## config.mk

```make
export PLATFORM = sky130hd
export DESIGN_NAME = accel_repetition_counter_flat
export DESIGN_NICKNAME = d
export VERILOG_FILES = /design/src/arc_pkg.sv /design/src/arc_if.sv /design/src/arc_ram.sv /design/src/accel_repetition_counter.sv /design/src/flat_wrapper.sv
export SDC_FILE = /design/constraint.sdc
export NUM_CORES = 2
export LEC_CHECK = 0
export CAP_MARGIN = 20
export CORE_AREA = 2 2 431 433
export CTS_CLUSTER_SIZE = 14
export DETAILED_ROUTE_END_ITERATION = 10
export DIE_AREA = 0 0 433 435
export DONT_BUFFER_PORTS = 1
export GPL_TIMING_DRIVEN = 0
export PLACE_DENSITY = 0.63
export REMOVE_ABC_BUFFERS = 1
export SLEW_MARGIN = 25
export SYNTH_ARGS = -nofsm -noshare
export SYNTH_HDL_FRONTEND = slang
export SYNTH_SLANG_ARGS = --single-unit
export TNS_END_PERCENT = 1
```

## constraint.sdc

```tcl
create_clock -name clock -period 9.85 [get_ports clock]
set_clock_uncertainty 0.15 [all_clocks]
set_input_delay 0 -clock clock [delete_from_list [all_inputs] [get_ports clock]]
set_output_delay 0 -clock clock [all_outputs]
set_load 0.01 [all_outputs]
```

## src/arc_pkg.sv

```systemverilog
// Package: shared constants for the repetition counter.
`default_nettype none
package arc_pkg;
   localparam int WINDOW_DEPTH = 64;
   localparam int SLOT_W       = $clog2(WINDOW_DEPTH);
   localparam int WSLOT_W      = SLOT_W + 1;

   localparam logic [2:0] CSR_STEP_THR  = 3'd0;
   localparam logic [2:0] CSR_HOLD_THR  = 3'd1;
   localparam logic [2:0] CSR_SWING_THR = 3'd2;
   localparam logic [2:0] CSR_MIN_SAMP  = 3'd3;
   localparam logic [2:0] CSR_WIN_LEN   = 3'd4;

   localparam logic [1:0] SLOPE_FALL    = 2'd0;
   localparam logic [1:0] SLOPE_RISE    = 2'd1;
   localparam logic [1:0] SLOPE_UNKNOWN = 2'd2;

   typedef struct packed {
      logic [15:0] rep_total;
      logic        rep_seen;
      logic [31:0] rep_frame;
   } rsp_word_type;
endpackage
`default_nettype wire

```

## src/arc_if.sv

```systemverilog
// Interfaces: sample request channel and result channel.
`default_nettype none
interface arc_req_if;
   logic               valid;
   logic               ready;
   logic signed [15:0] accel_x;
   logic signed [15:0] accel_y;
   logic signed [15:0] accel_z;
   modport source (output valid, output accel_x, output accel_y, output accel_z,
                   input ready);
   modport sink (input valid, input accel_x, input accel_y, input accel_z,
                 output ready);
endinterface

interface arc_rsp_if;
   logic        valid;
   logic        ready;
   logic [15:0] rep_total;
   logic        rep_seen;
   logic [31:0] rep_frame;
   modport source (output valid, output rep_total, output rep_seen, output rep_frame,
                   input ready);
   modport sink (input valid, input rep_total, input rep_seen, input rep_frame,
                 output ready);
endinterface
`default_nettype wire

```

## src/arc_ram.sv

```systemverilog
// Generic single-write, single-read RAM with registered read data.
`default_nettype none
module arc_ram #(
   parameter int WIDTH = 16,
   parameter int DEPTH = 64
) (
   input  wire logic                     clock,
   input  wire logic                     wr_en,
   input  wire logic [$clog2(DEPTH)-1:0] wr_addr,
   input  wire logic [WIDTH-1:0]         wr_data,
   input  wire logic [$clog2(DEPTH)-1:0] rd_addr,
   output      logic [WIDTH-1:0]         rd_data
);
   logic [WIDTH-1:0] mem [DEPTH];

   always_ff @(posedge clock) begin
      if (wr_en) begin
         mem[wr_addr] <= wr_data;
      end
      rd_data <= mem[rd_addr];
   end
endmodule
`default_nettype wire

```

## src/accel_repetition_counter.sv

```systemverilog
// Top level: accelerometer repetition counter with a shared iterative datapath.
// Usage:
//  - req_ch carries one three-axis sample word (accel_x/y/z, signed 16 bit).
//    A word is taken when valid and ready are high at a rising clock edge.
//  - rsp_ch returns one result word per sample: rep_total (saturating count),
//    rep_seen (this sample counted a repetition) and rep_frame (sample number
//    of the latest counted repetition).
//  - csr_wr_en/csr_index/csr_wr_data write the five thresholds; write only
//    while the block is idle. Unknown indexes are dropped.
//  - Processing: an accept step, squaring of the three axes on one shared
//    multiplier, a bit-serial square root, window update and slope tracking,
//    then loading of the result. When a repetition
//    is declared the window is compacted through the single RAM port pair,
//    each entry read and then written, followed by a closing step.
//  - One sample is in flight at a time; req ready is high only when idle.
//  - If the receiver stalls, the finished result waits in the output register
//    and the next sample may be accepted and processed; its result is held
//    back until the previous word is taken.
//  - Reset (synchronous, active high) restores all thresholds and tracker state.
//    The sample RAM is not cleared; the block does not stop an entry being read before it is written.
`default_nettype none
module accel_repetition_counter (
   input  wire logic             clock,
   input  wire logic             reset,
   arc_req_if.sink               req_ch,
   arc_rsp_if.source             rsp_ch,
   input  wire logic             csr_wr_en,
   input  wire logic [2:0]       csr_index,
   input  wire logic [15:0]      csr_wr_data
);
   import arc_pkg::*;

   localparam logic [3:0] ST_IDLE   = 4'd0;
   localparam logic [3:0] ST_MUL    = 4'd1;
   localparam logic [3:0] ST_SQRT   = 4'd2;
   localparam logic [3:0] ST_READ   = 4'd3;
   localparam logic [3:0] ST_UPDATE = 4'd4;
   localparam logic [3:0] ST_HOLD   = 4'd5;
   localparam logic [3:0] ST_SLOPE  = 4'd6;
   localparam logic [3:0] ST_CP_RD  = 4'd7;
   localparam logic [3:0] ST_CP_WR  = 4'd8;
   localparam logic [3:0] ST_FINISH = 4'd9;

   localparam logic [WSLOT_W-1:0] RESTART_SLOT = WSLOT_W'(7);

   // configuration
   logic [15:0] step_thr_ff, hold_thr_ff, swing_thr_ff;
   logic [7:0]  min_samp_ff;
   logic [2:0]  win_len_ff;

   // sequencer and datapath
   logic [3:0]         state_ff, state_in;
   logic [3:0]         cnt_ff, cnt_in;
   logic [15:0]        ax_ff, ay_ff, az_ff;
   logic [31:0]        prod_ff, prod_in;
   logic [31:0]        acc_ff, acc_in;
   logic [31:0]        root_ff, root_in;
   logic [31:0]        bit_ff, bit_in;
   logic [15:0]        mag_ff;

   // tracker state
   logic [WSLOT_W-1:0] ws_ff, ws_in;
   logic [7:0]         ss_ff, ss_in;
   logic [31:0]        sum_ff, sum_in;
   logic [31:0]        prev_ff, prev_in;
   logic [15:0]        high_ff, high_in;
   logic [15:0]        low_ff, low_in;
   logic signed [31:0] peak_ff, peak_in;
   logic signed [31:0] valley_ff, valley_in;
   logic [1:0]         mode_ff, mode_in;
   logic [15:0]        reps_ff, reps_in;
   logic [31:0]        frame_ff, frame_in;
   logic [31:0]        last_ff, last_in;
   logic               seen_ff, seen_in;
   logic [2:0]         cpi_ff, cpi_in;

   // output register
   rsp_word_type       out_ff, out_in;
   logic               ovalid_ff, ovalid_in;

   // RAM
   logic               ram_we;
   logic [SLOT_W-1:0]  ram_waddr, ram_raddr;
   logic [15:0]        ram_wdata, ram_rdata;

   // combinational helpers
   logic [15:0]        mul_op;
   logic [31:0]        trial;
   logic signed [32:0] diff;
   logic [32:0]        diff_abs;
   logic signed [33:0] nw_s, old_s, step_s, twice_mid, nw2, old2;
   logic               declare;
   logic [15:0]        swing;

   arc_ram #(.WIDTH(16), .DEPTH(WINDOW_DEPTH)) u_store (
      .clock   (clock),
      .wr_en   (ram_we),
      .wr_addr (ram_waddr),
      .wr_data (ram_wdata),
      .rd_addr (ram_raddr),
      .rd_data (ram_rdata)
   );

   assign req_ch.ready     = (state_ff == ST_IDLE);
   assign rsp_ch.valid     = ovalid_ff;
   assign rsp_ch.rep_total = out_ff.rep_total;
   assign rsp_ch.rep_seen  = out_ff.rep_seen;
   assign rsp_ch.rep_frame = out_ff.rep_frame;

   // configuration writes
   always_ff @(posedge clock) begin
      if (reset) begin
         step_thr_ff  <= 16'd256;
         hold_thr_ff  <= 16'd64;
         swing_thr_ff <= 16'd512;
         min_samp_ff  <= 8'd5;
         win_len_ff   <= 3'd5;
      end else if (csr_wr_en) begin
         case (csr_index)
            CSR_STEP_THR:  step_thr_ff  <= csr_wr_data;
            CSR_HOLD_THR:  hold_thr_ff  <= csr_wr_data;
            CSR_SWING_THR: swing_thr_ff <= csr_wr_data;
            CSR_MIN_SAMP:  min_samp_ff  <= csr_wr_data[7:0];
            CSR_WIN_LEN:   win_len_ff   <= csr_wr_data[2:0];
            default: ;
         endcase
      end
   end

   always_comb begin
      case (cnt_ff[1:0])
         2'd0:    mul_op = ax_ff;
         2'd1:    mul_op = ay_ff;
         default: mul_op = az_ff;
      endcase
      trial    = root_ff + bit_ff;
      diff     = $signed({sum_ff[31], sum_ff}) - $signed({prev_ff[31], prev_ff});
      diff_abs = diff[32] ? 33'(-diff) : 33'(diff);
      nw_s      = 34'(signed'(sum_ff));
      old_s     = 34'(signed'(prev_ff));
      step_s    = $signed({18'd0, step_thr_ff});
      twice_mid = 34'(peak_ff) + 34'(valley_ff);
      nw2       = nw_s <<< 1;
      old2      = old_s <<< 1;
      declare   = (ss_ff > 8'd6) && (mode_ff == SLOPE_RISE) && (peak_ff > valley_ff)
                  && (nw2 > twice_mid) && (old2 < twice_mid);
      swing     = (high_ff >= low_ff) ? (high_ff - low_ff) : (low_ff - high_ff);
   end

   always_comb begin
      state_in  = state_ff;
      cnt_in    = cnt_ff;
      prod_in   = prod_ff;
      acc_in    = acc_ff;
      root_in   = root_ff;
      bit_in    = bit_ff;
      ws_in     = ws_ff;
      ss_in     = ss_ff;
      sum_in    = sum_ff;
      prev_in   = prev_ff;
      high_in   = high_ff;
      low_in    = low_ff;
      peak_in   = peak_ff;
      valley_in = valley_ff;
      mode_in   = mode_ff;
      reps_in   = reps_ff;
      frame_in  = frame_ff;
      last_in   = last_ff;
      seen_in   = seen_ff;
      cpi_in    = cpi_ff;
      out_in    = out_ff;
      ovalid_in = ovalid_ff && !rsp_ch.ready;
      ram_we    = 1'b0;
      ram_waddr = ws_ff[SLOT_W-1:0];
      ram_wdata = mag_ff;
      ram_raddr = ws_ff[SLOT_W-1:0] - SLOT_W'(win_len_ff);

      case (state_ff)
         ST_IDLE: begin
            if (req_ch.valid) begin
               frame_in = frame_ff + 32'd1;
               if (ws_ff >= WSLOT_W'(WINDOW_DEPTH)) begin
                  ws_in = RESTART_SLOT;
                  ss_in = 8'd7;
               end
               cnt_in   = 4'd0;
               acc_in   = 32'd0;
               seen_in  = 1'b0;
               state_in = ST_MUL;
            end
         end
         ST_MUL: begin
            // multiply one axis, accumulate the previous product
            prod_in = {16'd0, mul_op} * {16'd0, mul_op};
            if (cnt_ff != 4'd0) begin
               acc_in = acc_ff + prod_ff;
            end
            cnt_in = cnt_ff + 4'd1;
            if (cnt_ff == 4'd3) begin
               root_in  = 32'd0;
               bit_in   = 32'h4000_0000;
               cnt_in   = 4'd0;
               state_in = ST_SQRT;
            end
         end
         ST_SQRT: begin
            // one result bit per cycle
            if (acc_ff >= trial) begin
               acc_in  = acc_ff - trial;
               root_in = (root_ff >> 1) + bit_ff;
            end else begin
               root_in = root_ff >> 1;
            end
            bit_in = bit_ff >> 2;
            cnt_in = cnt_ff + 4'd1;
            if (cnt_ff == 4'd15) begin
               state_in = ST_READ;
            end
         end
         ST_READ: begin
            // issue read of the entry leaving the window
            state_in = ST_UPDATE;
         end
         ST_UPDATE: begin
            ram_we = 1'b1;
            if (ss_ff > min_samp_ff) begin
               prev_in = sum_ff;
               sum_in  = sum_ff - {16'd0, ram_rdata} + {16'd0, mag_ff};
            end else begin
               sum_in  = sum_ff + {16'd0, mag_ff};
            end
            if (mag_ff > high_ff) high_in = mag_ff;
            if (mag_ff < low_ff) low_in = mag_ff;
            if (ss_ff != 8'hFF) ss_in = ss_ff + 8'd1;
            ws_in    = ws_ff + WSLOT_W'(1);
            state_in = ST_HOLD;
         end
         ST_HOLD: begin
            if (diff_abs < {17'd0, hold_thr_ff}) begin
               sum_in = prev_ff;
            end
            state_in = ST_SLOPE;
         end
         ST_SLOPE: begin
            state_in = ST_FINISH;
            if (declare) begin
               if (swing > swing_thr_ff) begin
                  if (reps_ff != 16'hFFFF) reps_in = reps_ff + 16'd1;
                  last_in = frame_ff;
                  seen_in = 1'b1;
               end
               peak_in   = 32'sh8000_0000;
               valley_in = 32'sh7FFF_FFFF;
               high_in   = 16'd0;
               low_in    = 16'hFFFF;
               cpi_in    = 3'd0;
               state_in  = ST_CP_RD;
            end else if (ss_ff > 8'd6) begin
               case (mode_ff)
                  SLOPE_UNKNOWN: begin
                     if (nw_s > old_s + step_s) mode_in = SLOPE_RISE;
                     if (nw_s < old_s - step_s) mode_in = SLOPE_FALL;
                  end
                  SLOPE_RISE: begin
                     if (nw_s < old_s - step_s) begin
                        mode_in = SLOPE_FALL;
                        if ($signed(prev_ff) > peak_ff) peak_in = $signed(prev_ff);
                     end
                  end
                  SLOPE_FALL: begin
                     if (nw_s > old_s + step_s) begin
                        mode_in = SLOPE_RISE;
                        if ($signed(prev_ff) < valley_ff) valley_in = $signed(prev_ff);
                     end
                  end
                  default: ;
               endcase
            end
         end
         ST_CP_RD: begin
            // move newest entries to the front, each one read and then written
            if (cpi_ff >= win_len_ff) begin
               ws_in    = WSLOT_W'(win_len_ff);
               state_in = ST_FINISH;
            end else begin
               ram_raddr = ws_ff[SLOT_W-1:0] + SLOT_W'(cpi_ff) - SLOT_W'(win_len_ff);
               state_in  = ST_CP_WR;
            end
         end
         ST_CP_WR: begin
            ram_we    = 1'b1;
            ram_waddr = SLOT_W'(cpi_ff);
            ram_wdata = ram_rdata;
            cpi_in    = cpi_ff + 3'd1;
            state_in  = ST_CP_RD;
         end
         ST_FINISH: begin
            // hold until the output register is free
            if (!ovalid_ff || rsp_ch.ready) begin
               out_in.rep_total = reps_ff;
               out_in.rep_seen  = seen_ff;
               out_in.rep_frame = last_ff;
               ovalid_in        = 1'b1;
               state_in         = ST_IDLE;
            end
         end
         default: state_in = ST_IDLE;
      endcase
   end

   always_ff @(posedge clock) begin
      if (reset) begin
         state_ff  <= ST_IDLE;
         ws_ff     <= '0;
         ss_ff     <= 8'd0;
         sum_ff    <= 32'd0;
         prev_ff   <= 32'd0;
         high_ff   <= 16'd0;
         low_ff    <= 16'hFFFF;
         peak_ff   <= 32'sh8000_0000;
         valley_ff <= 32'sh7FFF_FFFF;
         mode_ff   <= SLOPE_UNKNOWN;
         reps_ff   <= 16'd0;
         frame_ff  <= 32'd0;
         last_ff   <= 32'd0;
         ovalid_ff <= 1'b0;
      end else begin
         state_ff  <= state_in;
         ws_ff     <= ws_in;
         ss_ff     <= ss_in;
         sum_ff    <= sum_in;
         prev_ff   <= prev_in;
         high_ff   <= high_in;
         low_ff    <= low_in;
         peak_ff   <= peak_in;
         valley_ff <= valley_in;
         mode_ff   <= mode_in;
         reps_ff   <= reps_in;
         frame_ff  <= frame_in;
         last_ff   <= last_in;
         ovalid_ff <= ovalid_in;
      end
   end

   always_ff @(posedge clock) begin
      cnt_ff  <= cnt_in;
      prod_ff <= prod_in;
      acc_ff  <= acc_in;
      root_ff <= root_in;
      bit_ff  <= bit_in;
      seen_ff <= seen_in;
      cpi_ff  <= cpi_in;
      out_ff  <= out_in;
      if (state_ff == ST_IDLE && req_ch.valid) begin
         ax_ff <= req_ch.accel_x[15] ? 16'(-req_ch.accel_x) : req_ch.accel_x;
         ay_ff <= req_ch.accel_y[15] ? 16'(-req_ch.accel_y) : req_ch.accel_y;
         az_ff <= req_ch.accel_z[15] ? 16'(-req_ch.accel_z) : req_ch.accel_z;
      end
      if (state_ff == ST_SQRT && cnt_ff == 4'd15) begin
         mag_ff <= root_in[15:0];
      end
   end

   a_busy_after_accept: assert property (@(posedge clock) disable iff (reset)
      (req_ch.valid && req_ch.ready) |=> !req_ch.ready)
      else $error("accepted a second word while busy");
   a_slot_bound: assert property (@(posedge clock) disable iff (reset)
      ws_ff <= WSLOT_W'(WINDOW_DEPTH))
      else $error("write slot past buffer end");
   a_mode_legal: assert property (@(posedge clock) disable iff (reset)
      mode_ff != 2'd3)
      else $error("slope mode three reached");
   a_seen_count: assert property (@(posedge clock) disable iff (reset)
      (ovalid_ff && out_ff.rep_seen) |-> (out_ff.rep_total != 16'd0))
      else $error("repetition flagged with zero count");
endmodule
`default_nettype wire

```

## src/flat_wrapper.sv

```systemverilog
// flat-port wrapper written by rule: the top's interface ports become plain ports
module accel_repetition_counter_flat import arc_pkg::*;
  (clock, reset, csr_wr_en, csr_index, csr_wr_data, req_ch_valid, req_ch_accel_x, req_ch_accel_y, req_ch_accel_z, req_ch_ready, rsp_ch_valid, rsp_ch_rep_total, rsp_ch_rep_seen, rsp_ch_rep_frame, rsp_ch_ready);
  arc_req_if req_ch_i ();
  arc_rsp_if rsp_ch_i ();
  input  wire logic clock;
  input  wire logic reset;
  input  wire logic csr_wr_en;
  input  wire logic [2:0] csr_index;
  input  wire logic [15:0] csr_wr_data;
  input wire logic [$bits(req_ch_i.valid)-1:0] req_ch_valid;
  input wire logic [$bits(req_ch_i.accel_x)-1:0] req_ch_accel_x;
  input wire logic [$bits(req_ch_i.accel_y)-1:0] req_ch_accel_y;
  input wire logic [$bits(req_ch_i.accel_z)-1:0] req_ch_accel_z;
  output wire logic [$bits(req_ch_i.ready)-1:0] req_ch_ready;
  output wire logic [$bits(rsp_ch_i.valid)-1:0] rsp_ch_valid;
  output wire logic [$bits(rsp_ch_i.rep_total)-1:0] rsp_ch_rep_total;
  output wire logic [$bits(rsp_ch_i.rep_seen)-1:0] rsp_ch_rep_seen;
  output wire logic [$bits(rsp_ch_i.rep_frame)-1:0] rsp_ch_rep_frame;
  input wire logic [$bits(rsp_ch_i.ready)-1:0] rsp_ch_ready;
  assign req_ch_i.valid = req_ch_valid;
  assign req_ch_i.accel_x = req_ch_accel_x;
  assign req_ch_i.accel_y = req_ch_accel_y;
  assign req_ch_i.accel_z = req_ch_accel_z;
  assign req_ch_ready = req_ch_i.ready;
  assign rsp_ch_valid = rsp_ch_i.valid;
  assign rsp_ch_rep_total = rsp_ch_i.rep_total;
  assign rsp_ch_rep_seen = rsp_ch_i.rep_seen;
  assign rsp_ch_rep_frame = rsp_ch_i.rep_frame;
  assign rsp_ch_i.ready = rsp_ch_ready;
  accel_repetition_counter u_core (.clock(clock), .reset(reset), .req_ch(req_ch_i), .rsp_ch(rsp_ch_i), .csr_wr_en(csr_wr_en), .csr_index(csr_index), .csr_wr_data(csr_wr_data));
endmodule
```

==> flow_summary.ini <==
[run_status]
run_status = finished, final reports clean

[logic_synthesis]
netlist-cell-type-count = 96
mean_instance_size_in_the_synthesized_netlist_sq_um = 11.8
synth_seq_cells = 1593
syn-cell-area_sq_um = 91300
async_flop_share_pct = 0
seq_area_frac_synth_pct = 48.5
synth_edf_count = 1240
primary_flip_flop_cell_chosen_by_synthesis_mapping = edfxtp_1
yosys_warnings = 0
postSynthCellCount = 7773

[routing]
viasPerCell = 5.86
met2_wirelength_mm = 115
wirelength_met1_mm = 98.3
wirelength_mm = 233
pre_antenna_drt_iters = 6
detailroute.wirelength.met3_mm = 11.7
routed.top_layer = met4
drcViolationCount = 0
wl_per_cell_um = 21.9
via_count = 62307
drt_iter0_drc = 4835
drtAntennaViolNets = 0

[final_layout]
final_core_util_pct = 57.2
largest_register_ffs = 1024
drive_above_1_share_pct = 11.2
fin_nets = 8975
area_delta_synth_final_pct = 15.3
filler_cell_count = 14835
max_flop_register = u_core.u_store.mem

[timing]
final_max_tran_viols = 0
max_slew_margin_pct = 16.1
finalSetupTns_ns = 0
clock.fmax_mhz = 108
final.period_utilization_pct = 94.1
finalHoldViolCount = 0
worst_slew_pin_slew_ns = 1.26
finalCriticalPeriod_ns = 9.27
grt_setup_unrepaired = false
setup_viol = 0

[clock_tree]
htreeDepth = 4
clk_root_buffer_cell = clkbuf_16
postCtsSetupRepairBufs = 0
cts_tree = yes
tritoncts.num_buffers = 172
clock_path_buffers = 3
clkSlewWorstSetupHoldPaths_ns = 0.06
clkLatencyLatePin_ns = 0.87
clock_sink_count = 1593

[worst_setup_path]
critPathRequiredTime_ns = 10.24
end_kind = flip-flop
max_fanout_on_critical_path = 20
worstSetupPathType = reg -> reg
worst-endpoint-arrival_ns = 9.66
setup.worst_path.start_class = flip-flop

[floorplanning]
num_rows = 158
number_of_top_level_pins = 123
start_util_pct = 49.6
die_extent_in_x_um = 433
die_height_um = 435
core_sq_um = 184000
design.die.area_sq_um = 188000

[min_path]
holdCritPathClass = in -> reg

[flow_run]
cap_violations = 0

[placed_design]
numPortBuffers = 0
gpl.final_weighted_congestion = 0.876
dp_hpwl_mm = 167

[global_route]
grt-ovfl-total = 0
grt_max_degree = 223
grt_pass1_wl_mm = 361
first_global_vias = 62433
grt_antenna_before_repair = 1
globalRouteTotalUtil_pct = 24.5
-- placed cells by master, fill, tap and decap left out, types with 39 or more instances in the layout --
| master | Yosys | layout |
|---|---|---|
| a211oi_1 | 134 | 133 |
| a21o_1 | 193 | 193 |
| a21oi_1 | 447 | 432 |
| a22o_1 | 69 | 69 |
| a31oi_1 | 58 | 56 |
| and3_1 | 65 | 64 |
| buf_16 | 0 | 92 |
| clkbuf_16 | 0 | 174 |
| clkinv_1 | 7 | 39 |
| dfxtp_1 | 353 | 353 |
| dlygate4sd3_1 | 0 | 179 |
| edfxtp_1 | 1240 | 1240 |
| fa_1 | 190 | 190 |
| ha_1 | 706 | 704 |
| inv_1 | 649 | 646 |
| mux2i_1 | 125 | 124 |
| mux4_2 | 256 | 256 |
| nand2_1 | 550 | 547 |
| nand2b_1 | 70 | 70 |
| nand3_1 | 112 | 112 |
| nand4_1 | 104 | 104 |
| nor2_1 | 521 | 446 |
| nor2_2 | 0 | 40 |
| nor2b_1 | 117 | 117 |
| nor3_1 | 114 | 110 |
| o211ai_1 | 49 | 49 |
| o21a_1 | 60 | 60 |
| o21ai_0 | 271 | 255 |
| o21bai_1 | 45 | 45 |
| o31ai_1 | 48 | 46 |
| xnor2_1 | 261 | 261 |
| xor2_1 | 150 | 150 |
-- per-layer routing --
layer	vias up	GRT usage [%]
met4	0	8.27
met1	30917	31.8
met5	-	0
met3	421	3.28
met2	1744	42.2
li1	29225	-
-- critical path, stage by stage (launching register included) --
cell	delay, ns
edfxtp_1	0.47
inv_1	0.10
ha_2	0.53
nor2_4	0.24
a21oi_1	0.86
inv_1	0.51
nand2_1	0.24
fa_1	0.46
fa_1	0.54
inv_1	0.05
fa_1	0.49
fa_1	0.50
fa_1	0.49
inv_1	0.05
fa_1	0.47
inv_1	0.04
ha_1	0.32
and4_1	0.16
and2_1	0.17
o31a_1	0.32
o31ai_2	0.34
a2111oi_0	0.23
o311a_1	0.37
o41ai_2	0.37
o2111ai_1	0.18
a21oi_1	0.19
xnor2_1	0.09
-- kinds of logic (layout without fill, tap and decap cells) --
logic type                 Yosys count  in the layout  synth area share (%)
and+or+nand+nor                   1835           1835                  9.51
adders and majority gates          896            896                  13.8
AOI/OAI and AO/OA                 1674           1674                  12.2
buffers and inverters              955           1335                  3.96
muxes                              409            409                  8.03
DFF                               1593           1593                  48.5
xor gates and xnor gates           411            411                  3.94
other                                0              1                     0
-- per-stage QoR --
step	worst slack [ns]	instances	hold slack, ns	cell area (sq um)
2_1_floorplan	-14.14	7476	-0.0854	90200
3_3_place_gp	-25.80	9956	-0.0537	93300
3_5_place_dp	-0.556	10132	-0.0505	97600
4_1_cts	0.0368	10632	0.0129	105000
5_1_grt	0.122	10634	0.111	105000
6_report	0.579	10634	0.107	105000
-- repair_timing --
item / 4_1_cts / 5_1_grt
endpoints found under the hold margin: 475 / 0
gates cloned: 0 / 0
hold buffers: 180 / 0
resized for setup: 6 / 5
endpoints found under the setup margin: 3 / 3
-- final cells by class --
type | instances | area (sq um) | share of cell area [%]
diodes | 1 | 2.50 | 0.00238
clock buffers | 213 | 4550 | 4.32
clock inverters | 107 | 1220 | 1.16
inverters | 658 | 2480 | 2.35
multi-input cells | 5225 | 44200 | 42.0
flip-flops and latches | 1593 | 44300 | 42.1
well taps | 2480 | 3100 | 2.95
repair buffers | 357 | 5440 | 5.16
-- final timing paths --
kind,from,to,slack [ns],cells after the start
setup / recovery,u_core.cnt_ff[0],u_core.prod_ff[31],0.58,26
hold / removal,csr_wr_en,u_core.win_len_ff[2],0.11,3
setup reg to reg,u_core.cnt_ff[0],u_core.prod_ff[31],0.58,26
hold reg to reg,u_core.last_ff[17],u_core.rsp_ch.rep_frame[17],0.27,0
-- synthesized netlist by cell type, types with 13 or more instances --
master     instances  area share [%]
nor2_1           521             2.1
or2_2             15            0.10
dfxtp_1          353             7.7
a21boi_0          16            0.13
and3_1            65            0.45
o2111ai_1         13            0.12
nor2b_1          117            0.80
o21bai_1          45            0.37
a21oi_1          447             2.4
o22a_1            33            0.32
mux2i_1          125             1.4
or3_1             34            0.23
and2_1            32            0.22
a22o_1            69            0.66
nand4_1          104            0.71
mux4_2           256             6.3
a2111oi_0         15            0.14
o31ai_1           48            0.39
inv_1            649             2.7
nor3b_1           27            0.22
edfxtp_1        1240              41
nand2b_1          70            0.48
nand3_1          112            0.61
fa_1             190             4.2
o21a_1            60            0.49
a211oi_1         134             1.1
o211ai_1          49            0.40
mux2_2            27            0.33
xor2_1           150             1.4
and4_1            16            0.15
ha_1             706             9.7
nor3_1           114            0.62
o41ai_1           13            0.12
buf_1             43            0.18
xnor2_1          261             2.5
a21o_1           193             1.6
clkbuf_1         243             1.0
a311oi_1          14            0.13
a211o_1           32            0.31
nand2_1          550             2.3
o21ai_0          271             1.5
a31o_2            19            0.18
nor4_1            22            0.15
a31oi_1           58            0.40
o22ai_1           32            0.22
Power is left out: the tool's default activity adds up to more than one toggle a clock period on the data nets, which glitch-free logic cannot reach.
